**src/hdl/bfba_pkg.sv**
```systemverilog
// ----------------------------------------------------------------------------
// Best-fit bin assigner package
// Shared sizes, codes and helper functions of the best-fit bin assigner.
// ----------------------------------------------------------------------------
`default_nettype none

package bfba_pkg;

  localparam int CAP_MAX        = 4096;
  localparam int MAX_CONTAINERS = 1024;
  localparam int MAX_SLOTS      = 8;

  localparam int CAP_W   = 13;
  localparam int RIDX_W  = $clog2(CAP_MAX);
  localparam int PWORD_W = 64;
  localparam int PBIT_W  = $clog2(PWORD_W);
  localparam int PIDX_W  = RIDX_W - PBIT_W;
  localparam int PWORDS  = CAP_MAX / PWORD_W;
  localparam int CONT_W  = $clog2(MAX_CONTAINERS);
  localparam int OPEN_W  = CONT_W + 1;
  localparam int SLOT_W  = $clog2(MAX_SLOTS);
  localparam int BPG_W   = 4;
  localparam int TAG_W   = 20;
  localparam int GROUP_W = 10;
  localparam int OSLOT_W = 3;
  localparam int LINK_W  = CONT_W + 1;
  localparam int ROW_W   = CAP_W * MAX_SLOTS;

  localparam logic [1:0] REG_CAP  = 2'd0;
  localparam logic [1:0] REG_BPG  = 2'd1;
  localparam logic [1:0] REG_MODE = 2'd2;

  typedef enum logic [1:0] {
    STAT_PLACED = 2'd0,
    STAT_OPENED = 2'd1,
    STAT_BAD    = 2'd2,
    STAT_FULL   = 2'd3
  } status_t;

  typedef enum logic [3:0] {
    S_INIT, S_IDLE, S_CHECK, S_WORD1, S_WORD2, S_POP, S_POP2,
    S_PLACE, S_BEST, S_PUSH, S_FIN
  } state_t;

  typedef logic [MAX_SLOTS-1:0][CAP_W-1:0] row_t;

  function automatic logic [PBIT_W-1:0] first_set(input logic [PWORD_W-1:0] v);
    logic [PBIT_W-1:0] idx;
    idx = '0;
    for (int i = PWORD_W - 1; i >= 0; i--) begin
      if (v[i]) idx = PBIT_W'(i);
    end
    return idx;
  endfunction

endpackage

`default_nettype wire

```
**src/hdl/bfba_div.sv**
```systemverilog
// ----------------------------------------------------------------------------
// Label divider
// Restoring divider that splits a bin number into group and slot, one
// quotient bit per cycle.
// ----------------------------------------------------------------------------
`default_nettype none

module bfba_div import bfba_pkg::*; (
  input  wire logic              clk,
  input  wire logic              rst,
  input  wire logic              go,
  input  wire logic [CONT_W-1:0] num,
  input  wire logic [BPG_W-1:0]  den,
  output logic                   busy,
  output logic [CONT_W-1:0]      quot,
  output logic [BPG_W-1:0]       rem
);

  localparam int CNT_W = $clog2(CONT_W + 1);

  logic [CNT_W-1:0] count;
  logic [BPG_W:0]   trial;

  assign trial = {rem, quot[CONT_W-1]};

  always_ff @(posedge clk) begin
    if (rst) begin
      busy  <= 1'b0;
      count <= '0;
    end else if (go) begin
      busy  <= 1'b1;
      count <= CNT_W'(CONT_W);
      quot  <= num;
      rem   <= '0;
    end else if (busy) begin
      if (trial >= {1'b0, den}) begin
        rem <= BPG_W'(trial - {1'b0, den});
        quot <= {quot[CONT_W-2:0], 1'b1};
      end else begin
        rem <= trial[BPG_W-1:0];
        quot <= {quot[CONT_W-2:0], 1'b0};
      end
      count <= count - CNT_W'(1);
      if (count == CNT_W'(1)) busy <= 1'b0;
    end
  end

endmodule

`default_nettype wire

```
**config.mk**
```make
export PLATFORM = sky130hd
export DESIGN_NAME = bfba_div
export DESIGN_NICKNAME = d
export VERILOG_FILES = /design/src/hdl/bfba_pkg.sv /design/src/hdl/bfba_div.sv
export SDC_FILE = /design/constraint.sdc
export NUM_CORES = 1
export LEC_CHECK = 0
export BUFFER_PORTS_ARGS = -buffer_cell sky130_fd_sc_hd__buf_2
export CORE_MARGIN = 4
export CORE_UTILIZATION = 49
export DETAILED_ROUTE_END_ITERATION = 16
export GPL_ROUTABILITY_DRIVEN = 1
export HOLD_SLACK_MARGIN = 0.03
export PLACE_DENSITY = 0.79
export SETUP_SLACK_MARGIN = 0.15
export SLEW_MARGIN = 15
export SYNTH_ARGS = -nofsm -noshare
export SYNTH_HDL_FRONTEND = slang
export SYNTH_SLANG_ARGS = --single-unit
```
**constraint.sdc**
```tcl
create_clock -name clk -period 1.9 [get_ports clk]
set_input_delay 0.19 -clock clk [delete_from_list [all_inputs] [get_ports clk]]
set_output_delay 0.19 -clock clk [all_outputs]
set_load 0.01 [all_outputs]
```
==> metrics <==
area added between synthesis and finish=22.5%; worst-margin pin slew=0.459 ns; # resized after CTS=0; DP Worst Slack=0.160 ns; gr ovfl total=0; internal power=663 uW; Reg power frac=0.548; worst min path class=in2reg; Initial Util=0.517; syn nets=110; Area after DPL=1190 um^2; pwr/cell area=743 nW/um^2; fin util=0.633; std cell rows=16; largest net degree at the start of global routing=25; CP Capture Type=flip-flop; Hold Path End=count[3]; total negative setup slack=0 ns; LEAKAGE=0.539 nW; Mapped Area=1010 um^2; Final Instance Area=1240 um^2; Die Y=53.5 um; First-pass DRT Iterations=4; GRT Util Overall=0.158; Max Cap Violations=0; critical path arrival=1.74 ns; fmax=594 MHz; CTS tree=done; Core ar.=1960 um^2; Gate power share=0.231; Final Skew=0.00814 ns; final cycle utilization of the critical path=0.887; # port buffers=31; endpoints failing setup=0; 1st-iter DRT viols=6; Vias=759; die width=53.5 um; Yosys reg bits=19; Final Hold Viols=0; remaining antenna violation count after routing=0; first-pass GRT wire length=3.14 mm; CTS Buf Count=3; Cells after Synth=86; Final Net Count=144; ant diodes=0; I/O Pins=32; Crit Path Class=reg2reg; fin. max-slew vios=0; switching share of total power=0.282; Clock Path Buffers=2; # clock sinks=19; CP Max Fanout=8; minimum clock period=1.68 ns; vias in the first global route=745; Reg2Reg Setup Slack=0.22 ns; CTS root buffer=clkbuf_4; Net Sw Power=260 uW; hold_sp=rst; via/cell ratio=5.20; Yosys cell types=22; Hold Path Cell Cnt=2; hold_ws=0.111 ns; die area=2860 um^2; fin worst setup slack=0.215 ns; r2r startpoint=rem[0]; Final Non-Filler Cells=146; drt total wl=2.03 mm; Post CTS Setup Buffer Count=0; Tot Pwr=923 uW; reg2reg path depth=5; Ys Warns=0; RSZ-0062 raised after global routing=yes; drt wl/cell=13.9 um; critical path startpoint category=flip-flop; placed cell count=142; outcome=finished clean; post-route DRC violation count=0; htree depth=1; clock power share=0.221; layout cell share with drive strength beyond 1=0.445; CTS clk-pin slew, worst paths=0.11 ns; Peak supply drop=0.511 mV; Required @ worst endpoint=1.95 ns; Worst slew margin=0.694; initial antenna violation count=0; number of fill cells=171; routability-driven placement congestion ratio=0.815; hold_buf cts=0; post-synthesis sequential area ratio=0.514; post-detail-place hpwl=1.60 mm; Reg2Reg Capture Point=rem[2]; syn_area_per_cell=11.8 um^2; Clk Latency, worst-skew pair=0.30 ns
## cells by family (layout without fill, tap and decap cells)
| family | after synthesis | after routing | share of synthesized area |
|---|---|---|---|
| xor+xnor | 4 | 4 | 0.0346 |
| mux | 9 | 9 | 0.100 |
| compound gates | 11 | 11 | 0.0803 |
| buf+inv | 12 | 45 | 0.0481 |
| fa+ha+maj | 7 | 7 | 0.0938 |
| flops | 19 | 19 | 0.514 |
| simple gates | 24 | 24 | 0.130 |
## layout by cell type (no fill, tap or decap)
master     n
nor4_1     1
fa_2       1
a21oi_1    2
dfxtp_1    5
o41ai_2    1
nor2b_4    1
edfxtp_1  14
o31a_4     1
xnor2_1    1
o21ai_0    2
o21ai_2    1
nor2_1    12
ha_2       1
inv_1      9
nor3_1     4
nand4_1    1
clkinv_2   1
nand2_2    1
mux2_2     9
o41ai_1    2
buf_4      1
o21a_1     1
clkbuf_4   3
ha_1       5
nand2_1    1
nor4b_2    1
nor4b_1    2
buf_2     31
xor2_1     3
o21ai_1    1
## worst max-delay path, stage by stage, from the launching register on
cell      delay (ns)
edfxtp_1        0.42
ha_1            0.31
nor2b_4         0.13
o31a_4          0.32
o21ai_0         0.16
o41ai_1         0.09
## synthesized netlist by cell type
master	instances	area, um^2
inv_1	9	33.8
nor2_1	12	45.0
nand4_1	1	6.26
dfxtp_1	5	100
nor4b_2	1	15.0
edfxtp_1	14	420
xnor2_1	1	8.76
nor2b_4	1	13.8
nor4b_1	2	17.5
o21a_1	1	7.51
buf_2	3	15.0
nor4_1	1	6.26
nand2_1	2	7.51
nor3_1	4	20.0
o41ai_1	3	26.3
mux2_2	9	101
o21ai_0	4	20.0
xor2_1	3	26.3
fa_1	1	20.0
ha_1	6	75.1
a21oi_1	2	10.0
o31a_4	1	17.5
## worst max-delay path by stage
stage / endpoint / start / cells after the start / slack [ns]
global placement: rem[0] / rem[0] / 5 / 0.24
floorplan: rem[0] / rem[0] / 5 / 0.26
detailed placement: rem[2] / quot[9] / 7 / 0.16
CTS: rem[2] / quot[9] / 7 / 0.16
finish: rem[2] / rem[0] / 5 / 0.22
global route: rem[2] / rem[0] / 5 / 0.13
## metal layers
| metal | global-route usage | up-vias | share of wire |
|---|---|---|---|
| li1 | - | 375 | - |
| met1 | 0.180 | 359 | 0.40 |
| met2 | 0.271 | 20 | 0.53 |
| met3 | 0.0366 | 5 | 0.047 |
| met4 | 0.0766 | 0 | 0.016 |
| met5 | 0 | - | 0 |
## final cells by class
class / instances / area (um^2) / share of cell area
tap: 27 / 33.8 / 0.0272
sequential: 19 / 520 / 0.419
inverter: 9 / 33.8 / 0.0272
timing repair buffer: 32 / 163 / 0.131
clock buffer: 3 / 22.5 / 0.0181
clock inverter: 1 / 5.00 / 0.00403
multi-input combinational: 55 / 463 / 0.373
## sequential cells by signal, summed over array words and instances (netlist names)
signal and cells:
count 4, rem 4, quot 10, busy 1
## power by group through the flow
stage	logic (mW)	clock network [mW]	registers [mW]
detailed placement	0.205	0	0.515
global route	0.238	0.220	0.510
global placement	0.195	0	0.512
CTS	0.207	0.209	0.506
finish	0.213	0.204	0.506
floorplan	0.124	0	0.524
(Power assumes the default switching activity.)
