$ cat src/hdl/bfba_ram.sv
// ----------------------------------------------------------------------------
// Generic RAM
// One write port and one read port with registered read data.
// ----------------------------------------------------------------------------
`default_nettype none

module bfba_ram #(
  parameter int WIDTH = 8,
  parameter int DEPTH = 16
) (
  input  wire logic                     clk,
  input  wire logic                     we,
  input  wire logic [$clog2(DEPTH)-1:0] waddr,
  input  wire logic [WIDTH-1:0]         wdata,
  input  wire logic [$clog2(DEPTH)-1:0] raddr,
  output logic      [WIDTH-1:0]         rdata
);

  logic [WIDTH-1:0] mem [DEPTH];

  always_ff @(posedge clk) begin
    if (we) begin
      mem[waddr] <= wdata;
    end
    rdata <= mem[raddr];
  end

endmodule

`default_nettype wire

$ cat config.mk
export PLATFORM = sky130hd
export DESIGN_NAME = bfba_ram
export DESIGN_NICKNAME = d
export VERILOG_FILES = /design/src/hdl/bfba_ram.sv
export SDC_FILE = /design/constraint.sdc
export NUM_CORES = 1
export LEC_CHECK = 0
export BUFFER_PORTS_ARGS = -buffer_cell sky130_fd_sc_hd__buf_4
export CORE_AREA = 4 4 94 96
export CTS_CLUSTER_SIZE = 16
export DETAILED_ROUTE_END_ITERATION = 10
export DIE_AREA = 0 0 98 100
export PLACE_DENSITY = 0.93
export SLEW_MARGIN = 5
export SYNTH_ARGS = -nofsm -noshare
export SYNTH_HDL_FRONTEND = slang
export SYNTH_SLANG_ARGS = --single-unit
$ cat constraint.sdc
create_clock -name clk -period 3.8 [get_ports clk]
set_input_delay 0.76 -clock clk [delete_from_list [all_inputs] [get_ports clk]]
set_output_delay 0.76 -clock clk [all_outputs]
set_load 0.05 [all_outputs]
==> reports/results.txt, run 1 <==
Post-route ant nets: 0
Final setup viols: 0
R2r startpoint: mem[0][4]$_DFFE_PP_
Largest net degree at the start of global routing: 33
IO Port Bufs: 25
Max incr delay on CP: 660 ps
Outcome: finished, final reports clean
Crit start category: input pin
CP endpoint kind: register
Final GP Congestion: 0.793
CTS Buf Count: 17
Synth unique cells: 19
1st-iter DRT viols: 198
Util after Layout: 74.1%
Max Cap Viol: 0
Post-synthesis sequential area ratio: 77.8%
Die Wd: 98 µm
Post-synthesis net count: 247
Yosys warning count: 0
Worst Hold Path EP: mem[7][6]$_DFFE_PP_
Min cycle time layout: 1910 ps
Setup TNS: 0 ps
Hold crit path type: in2reg
Setup bufs post-CTS: 0
Wirelength per Cell: 25.0 µm
GR Overflow Total: 0
Ports: 26
H-tree depth: 4
Core footprint: 0.00805 mm²
Met1 Resource Use GR: 28.4%
CTS root buf: clkbuf_8
Critical-path maximum fanout: 8
Clock-pin slew on the worst setup and hold paths: 60 ps
Period utilisation layout: 50.2%
Sink Count: 136
Die ar.: 0.00980 mm²
Worst VDD drop: 0.000461 V
Comb power frac: 5.5%
Crit-path cells: buf_4, or3b_2, nor2_1
GR Layer Usage met3: 6.12%
Sequential share of power: 49.3%
Final slew viol count: 0
Sw frac: 21.8%
Number of global-route vias before repair: 2395
#FFs+latches synth: 136
R2R Setup Slk: 2390 ps
Row Count: 33
Hold path cells: 1
Worst skew pair latency: 520 ps
Hpwl dp: 5.58 mm
Antenna violations before repair: 0
CTS Buffer Depth: 2
CP arrival: 2050 ps
Cells after synthesis: 229
Critical path's top delay family: simple AND/OR/NAND/NOR gates
Total number of vias: 2436
Pint: 2.68 mW
Mapped cell area: 0.00515 mm²
Net switching power: 746 µW
GRT busiest layer: met2
Critical path class: in2reg
Vias per cell: 6.36
Worst-Margin Slew: 938 ps
Final nets: 283
Area grow syn2layout: 16.0%
Worst Skew: 4.99 ps
Worst hold start: wdata[6]
Post-CTS Resized: 0
WP buf/inv: 1
Fmax: 524 MHz
Drt drc: 0
Critical Path RT: 3950 ps
Placed Area: 0.00540 mm²
First-pass GRT wire length: 14.7 mm
Final hold violations: 0
Clk network pwr share: 45.2%
P per Cell Area: 574 mW/mm²
Post-Syn Area per Cell: 22.5 µm²
Reg-to-reg endpoint: rdata[4]$_DFF_P_
CTS tree: done
Initial Utilization: 63.9%
Ant diodes: 0
Depth of the worst register-to-register path: 3
Crit-path slowest cell: nor2_1
GRT Overall Usage: 21.2%
Layout cells sized above 1: 28.1%
DRT Pass-1 Iters: 5
RSZ-0062 raised after global routing: false
Hold-fix buffers, CTS: 0
Fin area: 0.00597 mm²
Leak: 2.00 nW
Die Y: 100 µm
Worst slew margin relative to its limit: 37.2%
Global Route met2 Usage: 33.1%
Routed WL: 9.58 mm
[registers in the layout, summed over array words and instances (netlist names)]
signal and flops:
rdata 8, mem 128
[kinds of logic (layout without fill, tap and decap cells)]
group | Yosys count | in the layout | synth area share (%)
compound gates | 16 | 16 | 2.33
buf+inv | 10 | 59 | 1.68
mux | 32 | 32 | 15.0
flops | 136 | 136 | 77.8
simple gates | 35 | 35 | 3.18
[per-stage QoR]
stage	setup WS, ps	std cells	power [mW]	hold WS (ps)
3_5_place_dp	1170	351	1.91	654
3_3_place_gp	1330	351	1.90	647
2_1_floorplan	1550	229	1.84	629
4_1_cts	1680	383	3.44	530
5_1_grt	1830	383	3.53	538
6_report	1890	383	3.43	542
[placed cells by master (no fill, tap or decap), types with 2 or more instances in the layout]
master      synthesis  routed
mux4_2             18      18
inv_6               0       3
nor2_1             13      13
clkinv_1            0       2
edfxtp_1          128     128
buf_4               1      27
nand2_1             9       9
nand2b_1            2       2
nor3_2              0       2
dfxtp_1             8       8
nand3b_1            2       2
clkinvlp_4          0       2
bufinv_16           0       2
clkinv_2            0       3
clkinv_4            0       3
clkbuf_16           0      16
mux4_1             14      14
a22oi_1            16      16
nor3_1              4       2
[synth_stat cells, drive strengths merged]
cell type	number	area (µm²)
nor2b	1	6.26
dfxtp	8	160
nor3	4	20.0
nand2b	2	12.5
edfxtp	128	3840
clkdlybuf4s25	3	30.0
and2b	1	7.51
mux4	32	773
buf	7	56.3
nand3	1	5.00
and2	1	6.26
nor2	13	48.8
or3b	1	8.76
a22oi	16	120
nand2	9	33.8
nand3b	2	15.0
[worst max path at each step]
stage / from / to / slack, ps / depth (start not counted)
after detailed placement: waddr[2] / mem[8][7]$_DFFE_PP_ / 1170 / 3
after global routing: waddr[2] / mem[1][5]$_DFFE_PP_ / 1830 / 3
after CTS: waddr[2] / mem[8][6]$_DFFE_PP_ / 1680 / 3
after floorplan: waddr[2] / mem[0][0]$_DFFE_PP_ / 1550 / 2
after global placement: waddr[2] / mem[8][7]$_DFFE_PP_ / 1330 / 3
final: waddr[2] / mem[1][5]$_DFFE_PP_ / 1890 / 3
[cell type report]
| type | count | area, µm² |
|---|---|---|
| clock buffer | 17 | 414 |
| clock inverter | 15 | 150 |
| fill | 413 | 2080 |
| multi-input combinational | 83 | 1070 |
| sequential | 136 | 4000 |
| tap | 105 | 131 |
| timing repair buffer | 27 | 203 |
[routing by layer]
layer  vias up  routed length, µm
li1       1046                  -
met4         0                193
met3        15                692
met2       116               4750
met5         -                  0
met1      1259               3940
[power groups by stage]
| stage | sequential [mW] | clock, mW | combinational (mW) |
|---|---|---|---|
| 3_5_place_dp | 1.72 | 0 | 0.187 |
| 2_1_floorplan | 1.75 | 0 | 0.0851 |
| 5_1_grt | 1.69 | 1.63 | 0.200 |
| 6_report | 1.69 | 1.55 | 0.189 |
| 3_3_place_gp | 1.72 | 0 | 0.181 |
| 4_1_cts | 1.69 | 1.56 | 0.190 |
(Power assumes the default switching activity.)
==> inputs of run 2 (changes only) <==
--- a/config.mk
+++ b/config.mk
@@ -6,11 +6,11 @@
 export NUM_CORES = 1
 export LEC_CHECK = 0
 export BUFFER_PORTS_ARGS = -buffer_cell sky130_fd_sc_hd__buf_4
-export CORE_AREA = 4 4 94 96
+export CORE_AREA = 4 4 103 105
 export CTS_CLUSTER_SIZE = 16
 export DETAILED_ROUTE_END_ITERATION = 10
-export DIE_AREA = 0 0 98 100
-export PLACE_DENSITY = 0.93
+export DIE_AREA = 0 0 107 109
+export PLACE_DENSITY = 0.83
 export SLEW_MARGIN = 5
 export SYNTH_ARGS = -nofsm -noshare
 export SYNTH_HDL_FRONTEND = slang
==> constraint.sdc (replaced) <==
create_clock -name clk -period 1.6 [get_ports clk]
set_input_delay 0.32 -clock clk [delete_from_list [all_inputs] [get_ports clk]]
set_output_delay 0.32 -clock clk [all_outputs]
set_load 0.05 [all_outputs]
==> reports/results.txt, run 2 (same netlist as run 1, synthesis figures left out) <==
Worst Skew: 6.05 ps (+1.06 ps)
Depth of the worst register-to-register path: 3 (unchanged)
Die Wd: 107 µm (+9.2%)
Routed WL: 10.0 mm (+4.6%)
Register name with the most flops: mem
RSZ-0062 raised after global routing: false
Non-filler instance count after layout: 433 (+13%)
CP endpoint kind: primary output
Ports: 26 (unchanged)
Max reg flops: 128 (unchanged)
Commonest non-fill, non-tap cell in the layout: edfxtp_1
First-pass GRT wire length: 15.2 mm (+3.5%)
Placed insts: 401 (+14%)
Clock-pin slew on the worst setup and hold paths: 60 ps (about the same)
Critical Path RT: 1280 ps (-2670 ps)
IO Port Bufs: 25 (unchanged)
Fmax: 688 MHz
Hpwl dp: 6.48 mm (+16%)
Final hold violations: 0 (unchanged)
1st-iter DRT viols: 221 (+12%)
Die ar.: 0.0117 mm² (+19%)
Worst path depth: 1 (-2)
Hold crit path type: in2reg
Crit-path slowest cell: dfxtp_1
CP arrival: 1130 ps (-920 ps)
Commonest non-fill, non-tap cells in the layout: edfxtp_1, buf_4, mux4_2
Ant diodes: 0 (unchanged)
GR Overflow Total: 0 (unchanged)
Worst-Margin Slew: 725 ps (-213 ps)
Drt drc: 0 (unchanged)
Biggest regs: mem: 128 flops, rdata: 8 flops
Power consumption: 8.34 mW (+140%)
Antenna violations before repair: 0 (unchanged)
Setup bufs post-CTS: 0 (unchanged)
Die Y: 109 µm (+9.0%)
Number of global-route vias before repair: 2552 (+6.6%)
Layout cells sized above 1: 33.0% (+4.9 points)
Initial Utilization: 53.4% (-11 points)
Final slew viol count: 0 (unchanged)
Crit-path cells: buf_4
Vias per cell: 5.74 (-9.8%)
Critical path class: reg2out
Hold path cells: 1 (unchanged)
Largest net degree at the start of global routing: 20 (-39%)
CTS root buf: clkbuf_8
P per Cell Area: 1340 mW/mm² (+130%)
GRT Overall Usage: 18.7% (-2.4 points)
Core footprint: 0.00964 mm² (+20%)
Crit start category: register
Total number of vias: 2484 (+2.0%)
Final Hold Slack: 113 ps (-429 ps)
Worst slew margin relative to its limit: 51.6% (+14 points)
Min cycle time layout: 1450 ps
Pre-CTS WS: -133 ps (-1300 ps)
WP buf/inv: 1 (unchanged)
Post-route ant nets: 0 (unchanged)
Placed Area: 0.00565 mm² (+4.6%)
Final GP Congestion: 0.724 (-8.6%)
Setup ws final: 147 ps (-1740 ps)
CTS tree: done
CTS Buffer Depth: 2 (unchanged)
Layout fillers: 631 (+53%)
Sink Count: 136 (unchanged)
Hold-fix buffers, CTS: 0 (unchanged)
Max incr delay on CP: 390 ps (-270 ps)
Leak: 2.14 nW (+6.9%)
CTS Buf Count: 17 (unchanged)
Post-CTS Resized: 0 (unchanged)
Worst VDD drop: 0.000885 V (+92%)
Row Count: 36 (+9.1%)
R2R Setup Slk: 190 ps (-2200 ps)
DRT Pass-1 Iters: 4 (-1)
Critical-path maximum fanout: 1 (-7)
Area grow syn2layout: 21.3%
Worst skew pair latency: 510 ps (about the same)
Period utilisation layout: 90.8%
Setup TNS: 0 ps (unchanged)
Fin area: 0.00624 mm² (+4.6%)
Util after Layout: 64.8% (-9.4 points)
H-tree depth: 4 (unchanged)
Critical path's top delay family: flip-flops
Outcome: finished, final reports clean
Final setup viols: 0 (unchanged)
Max Cap Viol: 0 (unchanged)
Wirelength per Cell: 23.1 µm (-7.5%)
Final nets: 305 (+7.8%)
-- run 2: cell types whose count changed in the layout (fill, tap and decap cells not counted), sizes merged --
cell      change
clkinv        -2
bufinv        +1
inv           -1
clkbuf        +1
buf          +22
clkinvlp      +1
-- run 2: where the power goes --
| part | internal (mW) | switching (mW) |
|---|---|---|
| Clock | 2.38 | 1.46 |
| Combinational | 0.201 | 0.292 |
| Sequential | 3.98 | 0.0268 |
-- run 2: worst paths after layout --
| kind | startpoint | endpoint |
|---|---|---|
| max reg2reg | mem[4][0]$_DFFE_PP_ | rdata[0]$_DFF_P_ |
| max | rdata[7]$_DFF_P_ | rdata[7] |
| min | wdata[4] | mem[9][4]$_DFFE_PP_ |
| min reg2reg | mem[14][0]$_DFFE_PP_ | rdata[0]$_DFF_P_ |
-- run 2: final cells by class --
class	instances	area, µm²	share of cell area [%]
flip-flops and latches	136	4000	64.1
multi-input cells	83	1060	17.0
repair buffers	49	418	6.69
well taps	133	166	2.67
clock buffers	18	418	6.69
clock inverters	14	174	2.79
-- run 2: metal layers --
metal	wire length [µm]	track usage (%)
met4	129	5.94
met5	0	0
met1	4230	25.5
met2	5080	29.9
met3	578	5.15
==> inputs of run 3 (changes only) <==
--- a/config.mk
+++ b/config.mk
@@ -6,11 +6,11 @@
 export NUM_CORES = 1
 export LEC_CHECK = 0
 export BUFFER_PORTS_ARGS = -buffer_cell sky130_fd_sc_hd__buf_4
-export CORE_AREA = 4 4 103 105
+export CORE_AREA = 2 2 101 103
 export CTS_CLUSTER_SIZE = 16
 export DETAILED_ROUTE_END_ITERATION = 10
-export DIE_AREA = 0 0 107 109
-export PLACE_DENSITY = 0.83
+export DIE_AREA = 0 0 103 105
+export PLACE_DENSITY = 0.74
 export SLEW_MARGIN = 5
 export SYNTH_ARGS = -nofsm -noshare
 export SYNTH_HDL_FRONTEND = slang
==> reports/results.txt, run 3 (same netlist as run 1, synthesis figures left out) <==
Layout cells sized above 1: 32.8% (-0.22 points)
Critical path class: reg2out
P per Cell Area: 1310 mW/mm² (-1.9%)
Worst skew pair latency: 510 ps (about the same)
Final slew viol count: 0 (unchanged)
Die Y: 105 µm (-3.7%)
Critical Path RT: 1280 ps (about the same)
Setup ws final: 222 ps (+74.7 ps)
Die Wd: 103 µm (-3.7%)
Total number of vias: 2491 (+0.28%)
Post-CTS Resized: 0 (unchanged)
Sw frac: 21.4% (+0.12 points)
DRT Pass-1 Iters: 4 (unchanged)
Net switching power: 1.74 mW (-1.9%)
GRT Overall Usage: 20.0% (+1.3 points)
Leak: 2.12 nW (-1.1%)
Biggest regs: mem: 128 flops, rdata: 8 flops
Max reg flops: 128 (unchanged)
Worst VDD drop: 0.000739 V (-16%)
Worst-Margin Slew: 792 ps (+67.1 ps)
Core footprint: 0.00964 mm² (unchanged)
Register name with the most flops: mem
First-pass GRT wire length: 15.0 mm (-1.6%)
Fmax: 726 MHz (+5.4%)
Comb power frac: 6.0% (about the same)
Sequential share of power: 49.2% (+1.1 points)
Seq. cell area: 0.00400 mm² (unchanged)
Max incr delay on CP: 350 ps (-40 ps)
Min cycle time layout: 1380 ps (-74.7 ps)
Initial Utilization: 53.4% (unchanged)
R2R Setup Slk: 230 ps (+40 ps)
Routed WL: 9.63 mm (-3.9%)
CP endpoint kind: primary output
CTS root buf: clkbuf_8
Hold crit path type: in2reg
Ant diodes: 0 (unchanged)
Period utilisation layout: 86.1% (-4.7 points)
H-tree depth: 4 (unchanged)
Vias per cell: 5.77 (+0.51%)
Hpwl dp: 6.15 mm (-5.0%)
Post-route ant nets: 0 (unchanged)
IO Port Bufs: 25 (unchanged)
Setup bufs post-CTS: 0 (unchanged)
Placed Area: 0.00564 mm² (-0.13%)
Wirelength per Cell: 22.3 µm (-3.7%)
Die ar.: 0.0108 mm² (-7.3%)
RSZ-0062 raised after global routing: false
CTS tree: done
GR Overflow Total: 0 (unchanged)
Final GP Congestion: 0.737 (+1.7%)
CTS Buffer Depth: 2 (unchanged)
Multi-input gate area: 0.00106 mm² (unchanged)
Drt drc: 0 (unchanged)
Final setup viols: 0 (unchanged)
Crit start category: register
Final hold violations: 0 (unchanged)
Hold-fix buffers, CTS: 0 (unchanged)
CP arrival: 1060 ps (-70 ps)
Sink Count: 136 (unchanged)
Number of global-route vias before repair: 2589 (+1.4%)
Pre-CTS WS: -129 ps (+4.45 ps)
Final nets: 304 (-0.33%)
Pint: 6.40 mW (-2.6%)
Commonest non-fill, non-tap cells in the layout: edfxtp_1, buf_4, mux4_2
Crit-path slowest cell: dfxtp_1
Crit-path cells: buf_4
Commonest non-fill, non-tap cell in the layout: edfxtp_1
Fin area: 0.00621 mm² (-0.50%)
Outcome: finished, final reports clean
Critical path's top delay family: flip-flops
Ports: 26 (unchanged)
Worst Skew: 5.82 ps (-0.237 ps)
Layout fillers: 675 (+7.0%)
Row Count: 36 (unchanged)
Worst slew margin relative to its limit: 47.1% (-4.5 points)
CTS Buf Count: 17 (unchanged)
Max Cap Viol: 0 (unchanged)
Clk network pwr share: 44.8% (-1.2 points)
Clock-pin slew on the worst setup and hold paths: 60 ps (about the same)
1st-iter DRT viols: 178 (-19%)
Critical-path maximum fanout: 1 (unchanged)
Area grow syn2layout: 20.7%
WP buf/inv: 1 (unchanged)
Antenna violations before repair: 0 (unchanged)
Largest net degree at the start of global routing: 17 (-15%)
[run 3: cell types whose count changed in the layout (fill, tap and decap cells not counted), sizes merged]
cell / change
clkinvlp: +2
buf: -1
bufinv: -1
clkbuf: -1
[run 3: through the flow]
step / instances / setup TNS [ps] / power (mW) / util [%] / hold slack, ps
6_report: 432 / 0 / 8.14 / 64.4 / 116
3_5_place_dp: 400 / -497 / 4.57 / 58.5 / 630
4_1_cts: 432 / 0 / 8.19 / 64.4 / 94.5
2_1_floorplan: 229 / 0 / 4.36 / - / 419
3_3_place_gp: 400 / -250 / 4.56 / 58.5 / 615
5_1_grt: 432 / 0 / 8.39 / 64.4 / 104
[run 3: power groups by stage]
stage	Sequential [mW]	Combinational, mW	Clock (mW)
2_1_floorplan	4.16	0.202	0
3_3_place_gp	4.08	0.478	0
3_5_place_dp	4.08	0.490	0
4_1_cts	4.01	0.493	3.69
5_1_grt	4.01	0.521	3.85
6_report	4.01	0.487	3.65
[run 3: worst paths after layout]
path,end,start,cells past startpoint
setup / recovery,rdata[0],rdata[0]$_DFF_P_,1
hold / removal,mem[4][5]$_DFFE_PP_,wdata[5],1
setup reg to reg,rdata[6]$_DFF_P_,mem[3][6]$_DFFE_PP_,3
hold reg to reg,rdata[3]$_DFF_P_,mem[15][3]$_DFFE_PP_,3
[run 3: final cells by class]
class | instances | area share (%)
clock inverter | 15 | 2.48
clock buffer | 17 | 6.67
sequential | 136 | 64.5
multi-input combinational | 83 | 17.1
tap | 133 | 2.68
timing repair buffer | 48 | 6.61
[run 3: metal layers]
metal / up-vias / part of all wire (%) / GRT usage (%)
met3: 9 / 6.5 / 5.95
met4: 0 / 0.84 / 5.36
li1: 1087 / - / -
met2: 102 / 51 / 31.1
met1: 1293 / 42 / 28.0
met5: - / 0 / 0
